File: config.mk
export PLATFORM = sky130hd
export DESIGN_NAME = toy_isa_execute_unit_core
export DESIGN_NICKNAME = d
export VERILOG_FILES = /design/src/hdl/tie_pkg.sv /design/src/hdl/tie_regfile.sv /design/src/hdl/tie_alu.sv /design/src/hdl/toy_isa_execute_unit_core.sv
export SDC_FILE = /design/constraint.sdc
export NUM_CORES = 2
export LEC_CHECK = 0
export BUFFER_PORTS_ARGS = -buffer_cell sky130_fd_sc_hd__buf_2
export CAP_MARGIN = 20
export CORE_MARGIN = 4
export CORE_UTILIZATION = 56
export DETAILED_ROUTE_END_ITERATION = 16
export HOLD_SLACK_MARGIN = 0.02
export PLACE_DENSITY_LB_ADDON = 0.05
export SLEW_MARGIN = 40
export SYNTH_ARGS = -nofsm -noshare
export SYNTH_HDL_FRONTEND = slang
export SYNTH_HIERARCHICAL = 1
export SYNTH_SLANG_ARGS = --single-unit
export TNS_END_PERCENT = 5
File: constraint.sdc
create_clock -name clk -period 8.8 [get_ports clk]
set_input_delay 2.64 -clock clk [delete_from_list [all_inputs] [get_ports clk]]
set_output_delay 2.64 -clock clk [all_outputs]
set_load 0.01 [all_outputs]
File: src/hdl/tie_pkg.sv
// shared types and constants of the toy isa execute unit
// opcode values, serial alu operation codes and the alu control/status structs
// no dependencies
package tie_pkg;

  localparam int DATA_W = 32;
  localparam int IDX_W  = 5;
  localparam int CNT_W  = 5;

  localparam logic [4:0] OP_MOV   = 5'h02;
  localparam logic [4:0] OP_INC   = 5'h07;
  localparam logic [4:0] OP_DEC   = 5'h08;
  localparam logic [4:0] OP_ADD   = 5'h09;
  localparam logic [4:0] OP_SUB   = 5'h0A;
  localparam logic [4:0] OP_MUL   = 5'h0B;
  localparam logic [4:0] OP_DIV   = 5'h0C;
  localparam logic [4:0] OP_NOT   = 5'h0F;
  localparam logic [4:0] OP_XOR   = 5'h10;
  localparam logic [4:0] OP_OR    = 5'h11;
  localparam logic [4:0] OP_AND   = 5'h12;
  localparam logic [4:0] OP_SHL   = 5'h13;
  localparam logic [4:0] OP_SHR   = 5'h14;
  localparam logic [4:0] OP_CMP   = 5'h15;
  localparam logic [4:0] OP_CALL  = 5'h16;
  localparam logic [4:0] OP_JE    = 5'h19;
  localparam logic [4:0] OP_JNE   = 5'h1A;
  localparam logic [4:0] OP_JG    = 5'h1B;
  localparam logic [4:0] OP_JGE   = 5'h1C;
  localparam logic [4:0] OP_JL    = 5'h1D;
  localparam logic [4:0] OP_JLE   = 5'h1E;
  localparam logic [4:0] OP_PRINT = 5'h1F;

  typedef enum logic [3:0] {
    ALU_PASS,
    ALU_ADD,
    ALU_SUB,
    ALU_AND,
    ALU_OR,
    ALU_XOR,
    ALU_NOT,
    ALU_CMP,
    ALU_MUL,
    ALU_DIV,
    ALU_SHL,
    ALU_SHR
  } alu_op_t;

  typedef struct packed {
    logic    start;
    alu_op_t op;
  } alu_cmd_t;

  typedef struct packed {
    logic done;
    logic eq;
    logic gt;
  } alu_stat_t;

endpackage

File: src/hdl/tie_regfile.sv
// register file of the execute unit with per-entry valid bits
// two registered read ports, one write port; depends on tie_pkg
module tie_regfile
  import tie_pkg::*;
#(
  parameter int NUM_REGISTERS = 32
) (
  input  logic              clk,
  input  logic              rst_n,
  input  logic              rd_en,
  input  logic [IDX_W-1:0]  rd_a_addr,
  input  logic [IDX_W-1:0]  rd_b_addr,
  output logic [DATA_W-1:0] rd_a_data,
  output logic [DATA_W-1:0] rd_b_data,
  input  logic              wr_en,
  input  logic [IDX_W-1:0]  wr_addr,
  input  logic [DATA_W-1:0] wr_data
);

  localparam int AW = $clog2(NUM_REGISTERS);

  logic [DATA_W-1:0]        mem [NUM_REGISTERS];
  logic [NUM_REGISTERS-1:0] vld_r;
  logic [DATA_W-1:0]        rd_a_r;
  logic [DATA_W-1:0]        rd_b_r;
  logic                     a_ok;
  logic                     b_ok;
  logic                     w_ok;

  // indexes past the last register read as zero and ignore writes
  assign a_ok = {1'b0, rd_a_addr} < (IDX_W+1)'(NUM_REGISTERS);
  assign b_ok = {1'b0, rd_b_addr} < (IDX_W+1)'(NUM_REGISTERS);
  assign w_ok = {1'b0, wr_addr} < (IDX_W+1)'(NUM_REGISTERS);

  always_ff @(posedge clk) begin
    if (!rst_n) begin
      vld_r <= '0;
    end else if (wr_en && w_ok) begin
      vld_r[wr_addr[AW-1:0]] <= 1'b1;
    end
  end

  always_ff @(posedge clk) begin
    if (wr_en && w_ok) begin
      mem[wr_addr[AW-1:0]] <= wr_data;
    end
  end

  always_ff @(posedge clk) begin
    if (rd_en) begin
      rd_a_r <= (a_ok && vld_r[rd_a_addr[AW-1:0]]) ? mem[rd_a_addr[AW-1:0]] : '0;
      rd_b_r <= (b_ok && vld_r[rd_b_addr[AW-1:0]]) ? mem[rd_b_addr[AW-1:0]] : '0;
    end
  end

  assign rd_a_data = rd_a_r;
  assign rd_b_data = rd_b_r;

endmodule

File: src/hdl/tie_alu.sv
// serial alu: bit-serial add/sub/logic/compare, shift-add multiply,
// restoring divide and one-bit-per-cycle shifts; depends on tie_pkg
module tie_alu
  import tie_pkg::*;
(
  input  logic              clk,
  input  logic              rst_n,
  input  alu_cmd_t          cmd_i,
  input  logic [DATA_W-1:0] a_i,
  input  logic [DATA_W-1:0] b_i,
  output alu_stat_t         stat_o,
  output logic [DATA_W-1:0] res_o
);

  typedef enum logic [3:0] {
    AS_IDLE = 4'b0001,
    AS_RUN  = 4'b0010,
    AS_FIX  = 4'b0100,
    AS_DONE = 4'b1000
  } alu_st_t;

  alu_st_t           st_r, st_nxt;
  alu_op_t           op_r;
  logic [DATA_W-1:0] x_r;
  logic [DATA_W-1:0] y_r;
  logic [DATA_W-1:0] acc_r;
  logic [CNT_W-1:0]  cnt_r;
  logic              cy_r;
  logic              eq_r;
  logic              gt_r;
  logic              neg_r;

  logic              abit, bbit, beff, sbit, cout;
  logic [DATA_W:0]   trial;
  logic [DATA_W-1:0] madd;
  logic [DATA_W-1:0] a_mag, b_mag;
  logic              is_shift_in;

  assign abit  = x_r[0];
  assign bbit  = y_r[0];
  assign beff  = (op_r == ALU_SUB) ? ~bbit : bbit;
  assign cout  = (abit & beff) | (cy_r & (abit ^ beff));
  assign trial = {acc_r, x_r[DATA_W-1]} - {1'b0, y_r};
  assign madd  = acc_r + (y_r[0] ? x_r : '0);
  assign a_mag = a_i[DATA_W-1] ? (DATA_W'(0) - a_i) : a_i;
  assign b_mag = b_i[DATA_W-1] ? (DATA_W'(0) - b_i) : b_i;
  assign is_shift_in = (cmd_i.op == ALU_SHL) || (cmd_i.op == ALU_SHR);

  always_comb begin
    case (op_r)
      ALU_ADD, ALU_SUB: sbit = abit ^ beff ^ cy_r;
      ALU_AND:          sbit = abit & bbit;
      ALU_OR:           sbit = abit | bbit;
      ALU_XOR:          sbit = abit ^ bbit;
      ALU_NOT:          sbit = ~abit;
      ALU_PASS:         sbit = bbit;
      default:          sbit = 1'b0;
    endcase
  end

  always_comb begin
    st_nxt = st_r;
    unique case (st_r)
      AS_IDLE: begin
        if (cmd_i.start) begin
          // a zero shift amount has nothing to iterate
          if (is_shift_in && (b_i[CNT_W-1:0] == '0)) st_nxt = AS_DONE;
          else                                      st_nxt = AS_RUN;
        end
      end
      AS_RUN: begin
        if (cnt_r == '0) st_nxt = (op_r == ALU_DIV) ? AS_FIX : AS_DONE;
      end
      AS_FIX:  st_nxt = AS_DONE;
      AS_DONE: st_nxt = AS_IDLE;
      default: st_nxt = AS_IDLE;
    endcase
  end

  always_ff @(posedge clk) begin
    if (!rst_n) begin
      st_r <= AS_IDLE;
    end else begin
      st_r <= st_nxt;
    end
  end

  always_ff @(posedge clk) begin
    if (st_r == AS_IDLE && cmd_i.start) begin
      op_r  <= cmd_i.op;
      cy_r  <= (cmd_i.op == ALU_SUB);
      eq_r  <= 1'b1;
      gt_r  <= 1'b0;
      acc_r <= '0;
      neg_r <= a_i[DATA_W-1] ^ b_i[DATA_W-1];
      if (cmd_i.op == ALU_DIV) begin
        x_r <= a_mag;
        y_r <= b_mag;
      end else begin
        x_r <= a_i;
        y_r <= b_i;
      end
      if (is_shift_in) cnt_r <= b_i[CNT_W-1:0] - CNT_W'(1);
      else             cnt_r <= CNT_W'(DATA_W - 1);
    end else if (st_r == AS_RUN) begin
      cnt_r <= cnt_r - CNT_W'(1);
      case (op_r)
        ALU_MUL: begin
          acc_r <= madd;
          x_r   <= {x_r[DATA_W-2:0], 1'b0};
          y_r   <= {1'b0, y_r[DATA_W-1:1]};
        end
        ALU_DIV: begin
          // remainder takes the next dividend bit, quotient bit shifts into x
          if (!trial[DATA_W]) begin
            acc_r <= trial[DATA_W-1:0];
            x_r   <= {x_r[DATA_W-2:0], 1'b1};
          end else begin
            acc_r <= {acc_r[DATA_W-2:0], x_r[DATA_W-1]};
            x_r   <= {x_r[DATA_W-2:0], 1'b0};
          end
        end
        ALU_SHL: x_r <= {x_r[DATA_W-2:0], 1'b0};
        ALU_SHR: x_r <= {x_r[DATA_W-1], x_r[DATA_W-1:1]};
        default: begin
          x_r   <= {1'b0, x_r[DATA_W-1:1]};
          y_r   <= {1'b0, y_r[DATA_W-1:1]};
          acc_r <= {sbit, acc_r[DATA_W-1:1]};
          cy_r  <= cout;
          eq_r  <= eq_r & (abit == bbit);
          // highest differing bit decides, sign bit counts inverted
          if (abit != bbit) gt_r <= (cnt_r == '0) ? bbit : abit;
        end
      endcase
    end else if (st_r == AS_FIX) begin
      acc_r <= neg_r ? (DATA_W'(0) - x_r) : x_r;
    end
  end

  assign res_o       = ((op_r == ALU_SHL) || (op_r == ALU_SHR)) ? x_r : acc_r;
  assign stat_o.done = (st_r == AS_DONE);
  assign stat_o.eq   = eq_r;
  assign stat_o.gt   = gt_r;

endmodule

File: src/hdl/toy_isa_execute_unit_core.sv
// toy isa execute unit: one instruction per transaction, one result per transaction
// nop, jumps, call, print and divide by zero skip the alu; the other ops run in the serial
// alu, and divide adds a sign fix-up step after it
// one instruction at a time: next accept the cycle after the result loads, with the serial
// alu running 32 bit steps for most ops; sync active-low reset clears regs, flags and pc
// depends on tie_pkg, tie_regfile, tie_alu
module toy_isa_execute_unit_core
  import tie_pkg::*;
#(
  parameter int NUM_REGISTERS = 32,
  parameter int PC_BITS       = 8
) (
  input  logic               clk,
  input  logic               rst_n,
  input  logic               in_valid,
  output logic               in_stall,
  input  logic [4:0]         in_opcode,
  input  logic [7:0]         in_dest_or_target,
  input  logic               in_immediate_flag,
  input  logic signed [31:0] in_source_value,
  output logic               out_valid,
  input  logic               out_stall,
  output logic [7:0]         out_next_pc,
  output logic               out_print_valid,
  output logic signed [31:0] out_print_value,
  output logic               out_divide_error
);

  typedef enum logic [3:0] {
    ST_IDLE = 4'b0001,
    ST_READ = 4'b0010,
    ST_EXEC = 4'b0100,
    ST_WB   = 4'b1000
  } st_t;

  st_t               st_r, st_nxt;
  logic [4:0]        op_r;
  logic [7:0]        dst_r;
  logic              immf_r;
  logic [DATA_W-1:0] imm_r;
  logic [PC_BITS-1:0] pc_r;
  logic [PC_BITS-1:0] npc_r;
  logic [1:0]        flags_r;
  logic              pv_r;
  logic [DATA_W-1:0] pval_r;
  logic              derr_r;

  logic              out_valid_r;
  logic [7:0]        out_pc_r;
  logic              out_pv_r;
  logic [DATA_W-1:0] out_pval_r;
  logic              out_derr_r;

  logic              accept;
  logic              out_load;
  logic [DATA_W-1:0] rd_d, rd_s, src;
  alu_cmd_t          alu_cmd;
  alu_stat_t         alu_stat;
  logic [DATA_W-1:0] alu_b, alu_res;
  logic              use_alu, take, is_call, is_print, div0;
  logic [PC_BITS-1:0] npc;
  logic              wr_en;

  assign accept   = in_valid && (st_r == ST_IDLE);
  assign in_stall = (st_r != ST_IDLE);
  assign out_load = (st_r == ST_WB) && (!out_valid_r || !out_stall);
  assign src      = immf_r ? imm_r : rd_s;

  tie_regfile #(
    .NUM_REGISTERS(NUM_REGISTERS)
  ) u_regfile (
    .clk       (clk),
    .rst_n     (rst_n),
    .rd_en     (accept),
    .rd_a_addr (in_dest_or_target[IDX_W-1:0]),
    .rd_b_addr (in_source_value[IDX_W-1:0]),
    .rd_a_data (rd_d),
    .rd_b_data (rd_s),
    .wr_en     (wr_en),
    .wr_addr   (dst_r[IDX_W-1:0]),
    .wr_data   (alu_res)
  );

  tie_alu u_alu (
    .clk    (clk),
    .rst_n  (rst_n),
    .cmd_i  (alu_cmd),
    .a_i    (rd_d),
    .b_i    (alu_b),
    .stat_o (alu_stat),
    .res_o  (alu_res)
  );

  // instruction decode, evaluated while the operands sit in the read registers
  always_comb begin
    use_alu  = 1'b0;
    alu_cmd.op = ALU_PASS;
    alu_b    = src;
    take     = 1'b0;
    is_call  = 1'b0;
    is_print = 1'b0;
    div0     = 1'b0;
    unique case (op_r) inside
      OP_MOV: begin use_alu = 1'b1; alu_cmd.op = ALU_PASS; end
      OP_INC: begin use_alu = 1'b1; alu_cmd.op = ALU_ADD; alu_b = DATA_W'(1); end
      OP_DEC: begin use_alu = 1'b1; alu_cmd.op = ALU_SUB; alu_b = DATA_W'(1); end
      OP_ADD: begin use_alu = 1'b1; alu_cmd.op = ALU_ADD; end
      OP_SUB: begin use_alu = 1'b1; alu_cmd.op = ALU_SUB; end
      OP_MUL: begin use_alu = 1'b1; alu_cmd.op = ALU_MUL; end
      OP_DIV: begin
        alu_cmd.op = ALU_DIV;
        if (src == '0) div0    = 1'b1;
        else           use_alu = 1'b1;
      end
      OP_NOT: begin use_alu = 1'b1; alu_cmd.op = ALU_NOT; end
      OP_XOR: begin use_alu = 1'b1; alu_cmd.op = ALU_XOR; end
      OP_OR:  begin use_alu = 1'b1; alu_cmd.op = ALU_OR; end
      OP_AND: begin use_alu = 1'b1; alu_cmd.op = ALU_AND; end
      OP_SHL: begin use_alu = 1'b1; alu_cmd.op = ALU_SHL; end
      OP_SHR: begin use_alu = 1'b1; alu_cmd.op = ALU_SHR; end
      OP_CMP: begin use_alu = 1'b1; alu_cmd.op = ALU_CMP; end
      OP_CALL:  is_call = 1'b1;
      OP_JE:    take = flags_r[0];
      OP_JNE:   take = !flags_r[0];
      OP_JG:    take = flags_r[1];
      OP_JGE:   take = flags_r[0] || flags_r[1];
      OP_JL:    take = !flags_r[0] && !flags_r[1];
      OP_JLE:   take = !flags_r[1];
      OP_PRINT: is_print = 1'b1;
      default: ;
    endcase
    alu_cmd.start = (st_r == ST_READ) && use_alu;
  end

  always_comb begin
    if (is_call)   npc = rd_d[PC_BITS-1:0];
    else if (take) npc = PC_BITS'(dst_r);
    else           npc = pc_r + PC_BITS'(1);
  end

  assign wr_en = (st_r == ST_EXEC) && alu_stat.done && (op_r != OP_CMP);

  always_comb begin
    st_nxt = st_r;
    unique case (st_r)
      ST_IDLE: if (accept)        st_nxt = ST_READ;
      ST_READ: st_nxt = use_alu ? ST_EXEC : ST_WB;
      ST_EXEC: if (alu_stat.done) st_nxt = ST_WB;
      ST_WB:   if (out_load)      st_nxt = ST_IDLE;
      default: st_nxt = ST_IDLE;
    endcase
  end

  always_ff @(posedge clk) begin
    if (!rst_n) begin
      st_r        <= ST_IDLE;
      pc_r        <= '0;
      flags_r     <= '0;
      out_valid_r <= 1'b0;
    end else begin
      st_r <= st_nxt;
      if (out_load) begin
        pc_r        <= npc_r;
        out_valid_r <= 1'b1;
      end else if (!out_stall) begin
        out_valid_r <= 1'b0;
      end
      if (st_r == ST_EXEC && alu_stat.done && op_r == OP_CMP) begin
        flags_r <= {alu_stat.gt, alu_stat.eq};
      end
    end
  end

  always_ff @(posedge clk) begin
    if (accept) begin
      op_r   <= in_opcode;
      dst_r  <= in_dest_or_target;
      immf_r <= in_immediate_flag;
      imm_r  <= in_source_value;
    end
    if (st_r == ST_READ) begin
      npc_r  <= npc;
      pv_r   <= is_print;
      pval_r <= is_print ? rd_d : '0;
      derr_r <= div0;
    end
    if (out_load) begin
      out_pc_r   <= 8'(npc_r);
      out_pv_r   <= pv_r;
      out_pval_r <= pval_r;
      out_derr_r <= derr_r;
    end
  end

  assign out_valid        = out_valid_r;
  assign out_next_pc      = out_pc_r;
  assign out_print_valid  = out_pv_r;
  assign out_print_value  = out_pval_r;
  assign out_divide_error = out_derr_r;

endmodule

==> flow_summary.ini <==
[cts]
clkTransAtPathRegs_ns = 0.06
cts.sinks = 1378
worstSkewPairLatency_ns = 0.79
clock-root-buffer = clkbuf_16
cts_tree = built
holdBufCountCts = 0
cts_buffers = 148
cts-resized-gates = 0
cts_setup_buffers = 0
cts_buffer_depth = 3
h-tree-depth = 4

[floorplan]
rows = 129
chipWidth_um = 362.0
die_area_um2 = 131000
start_util = 0.5654
core_area_um2 = 124100
die_h_um = 362.0
io_pins = 94

[placed_design]
portBuffers = 93
dp.final_hpwl_mm = 135.3
dp.cells = 6490
gp_congestion = 0.9077
place_ws_ns = 2.959

[sta]
fin_tns_setup_ns = 0
period_needed_ns = 5.165
rsz0062_at_grt = false
setup-violations-final = 0
worst_slew_margin_rel = 0.3543
min_period_over_period = 0.5870
finalMaxSlewViolations = 0
holdWs_ns = 0.4183
worst_pin_slew_ns = 0.9686
skew_ns = 0.03387
max_freq_mhz = 193.6
finalHoldViolations = 0
finalWorstSetupSlack_ns = 3.635

[run_status]
outcome = finished clean

[cells_and_area]
post-route-util = 0.6220
drive_gt1_frac = 0.1653
fillCellCount = 9321
final_cells = 6765
fin_nets = 5133
area.growth.synth_to_final_pct = 10.02

[synth]
yosysMostFrequentCell = edfxtp_1
async_flop_share = 0
synth_cells = 5018
synth_warnings = 6
ys_types = 103
synth_top_cell_by_area = edfxtp_1
synth_edf_count = 1293
synthFlopType = edfxtp_1
syn-num-nets = 5144
netlist.area_leader.share = 0.5533
synth_area_um2 = 70170
yosys-top-cells-count = edfxtp_1, mux2i_1, mux4_2, a221oi_1, nor2_1
avgSynthCellArea_um2 = 13.98
yosysSeqAreaShare = 0.5776
ys_seq_elements = 1378
yosys-top-cells-area = edfxtp_1, mux2i_1, mux4_2

[grt]
grt_max_degree = 112
grt_pass1_wl_mm = 331.8
track_usage = 0.3525
globalRouteOverflowTotal = 0
antenna_found_initial = 8
grt_pass1_vias = 46640

[drt]
dr.pass1.iters = 6
drc = 0
routed_wl_mm = 233.6
wl_per_cell_um = 34.52
drt_iter0_markers = 6676
ant_nets = 0
routed-via-count = 48480
viasPerCell = 7.166

[worst_hold_path]
hold_path_class = reg2reg

[power]
cellPowerDensity_nw_per_um2 = 191.6
power.leakage_nw = 27.16
vdd_ir_drop_max_uv = 223.0

[worst_setup_path]
critical_path_arrival_ns = 5.63
cp.required_ns = 9.26
critPathLaunchType = flop
critPathKind = reg2reg
crit_path_end_kind = flop
crit_fanout = 87

[job]
drv_cap = 0
==> registers in the layout, summed over array words and instances, names as in the netlist, 5 cells and up <==
signal and count:
pval_r 32, u_regfile/vld_r 32, npc_r 8, out_print_value 32, u_regfile/rd_b_data 32, u_alu/acc_r 32
u_alu/cnt_r 5, dst_r 8, u_regfile/rd_a_data 32, imm_r 32, u_alu/x_r 32, u_alu/y_r 32
pc_r 8, out_next_pc 8, u_regfile/mem 1024, op_r 5
==> metal layers <==
| layer | vias up | GRT usage | wire (µm) |
|---|---|---|---|
| met3 | 704 | 0.08647 | 27350 |
| li1 | 20140 | - | - |
| met4 | 4 | 0.1785 | 13570 |
| met5 | - | 0 | 27 |
| met1 | 24520 | 0.4756 | 87640 |
| met2 | 3114 | 0.5377 | 105000 |
==> cell type report <==
type | count | area (µm²) | share of cell area
Clock inverter | 76 | 773.2 | 0.01002
Inverter | 82 | 312.8 | 0.004052
Antenna cell | 9 | 22.52 | 0.0002917
Sequential cell | 1378 | 40530 | 0.5249
Timing Repair Buffer | 204 | 1739 | 0.02253
Multi-Input combinational cell | 3193 | 27800 | 0.3601
Tap cell | 1637 | 2048 | 0.02653
Clock buffer | 186 | 3983 | 0.05158
==> layout by cell type (no fill, tap or decap), drive strengths merged, types with 38 or more instances in the layout <==
master,n
and2,77
a21oi,192
a21o,38
clkinv,54
ha,73
nand2,172
mux2i,605
a22oi,66
clkbuf,186
xnor2,92
inv,88
mux4,268
dfxtp,85
and3,80
nand3,105
mux2,45
o21ai,270
xor2,63
nor3,103
buf,204
edfxtp,1293
o21a,41
a221oi,273
nor2,253
==> where the power goes <==
group | internal (mW) | total, mW | switching (mW)
sequential | 7.21 | 7.40 | 0.187
combinational | 0.436 | 1.20 | 0.760
clock | 3.59 | 6.20 | 2.61
total | 11.2 | 14.8 | 3.56
==> cell families after synthesis <==
kind of cell | synth area share
AO/OA/AOI/OAI | 0.1085
XOR/XNOR | 0.01961
adder cells (fa/ha/maj) | 0.01387
buffers and inverters | 0.03263
flip-flops | 0.5776
multiplexers | 0.1795
AND/OR/NAND/NOR | 0.06831
==> path summary, 6_finish.rpt <==
path                                  from                             to  slack (ns)  depth (start not counted)
setup reg to reg          immf_r$_DFFE_PP_        u_alu/y_r[29]$_DFFE_PP_        3.63                         13
hold reg to reg   pval_r[19]$_SDFFCE_PN0N_  out_print_value[19]$_DFFE_PP_        0.42                          0
hold / removal    pval_r[19]$_SDFFCE_PN0N_  out_print_value[19]$_DFFE_PP_        0.42                          0
setup / recovery          immf_r$_DFFE_PP_        u_alu/y_r[29]$_DFFE_PP_        3.63                         13
==> worst max-delay path: stages (launching register included) <==
cell	delay, ns
edfxtp_1	0.34
buf_4	0.52
nor4b_1	0.32
nand4_1	0.41
a21oi_1	0.27
nand3_1	0.33
o2bb2ai_1	0.30
nand2_2	0.10
buf_6	0.48
inv_2	0.37
buf_4	0.45
a21oi_1	0.40
o31ai_4	0.12
buf_4	0.27
==> through the flow <==
step | area, µm² | total power [mW]
global route | 77180 | 15.21
floorplan | 70170 | 8.229
finish | 77210 | 14.79
detailed placement | 72330 | 8.681
global placement | 71930 | 8.658
CTS | 77090 | 14.81
No activity file was read; power rests on OpenSTA's default activity.
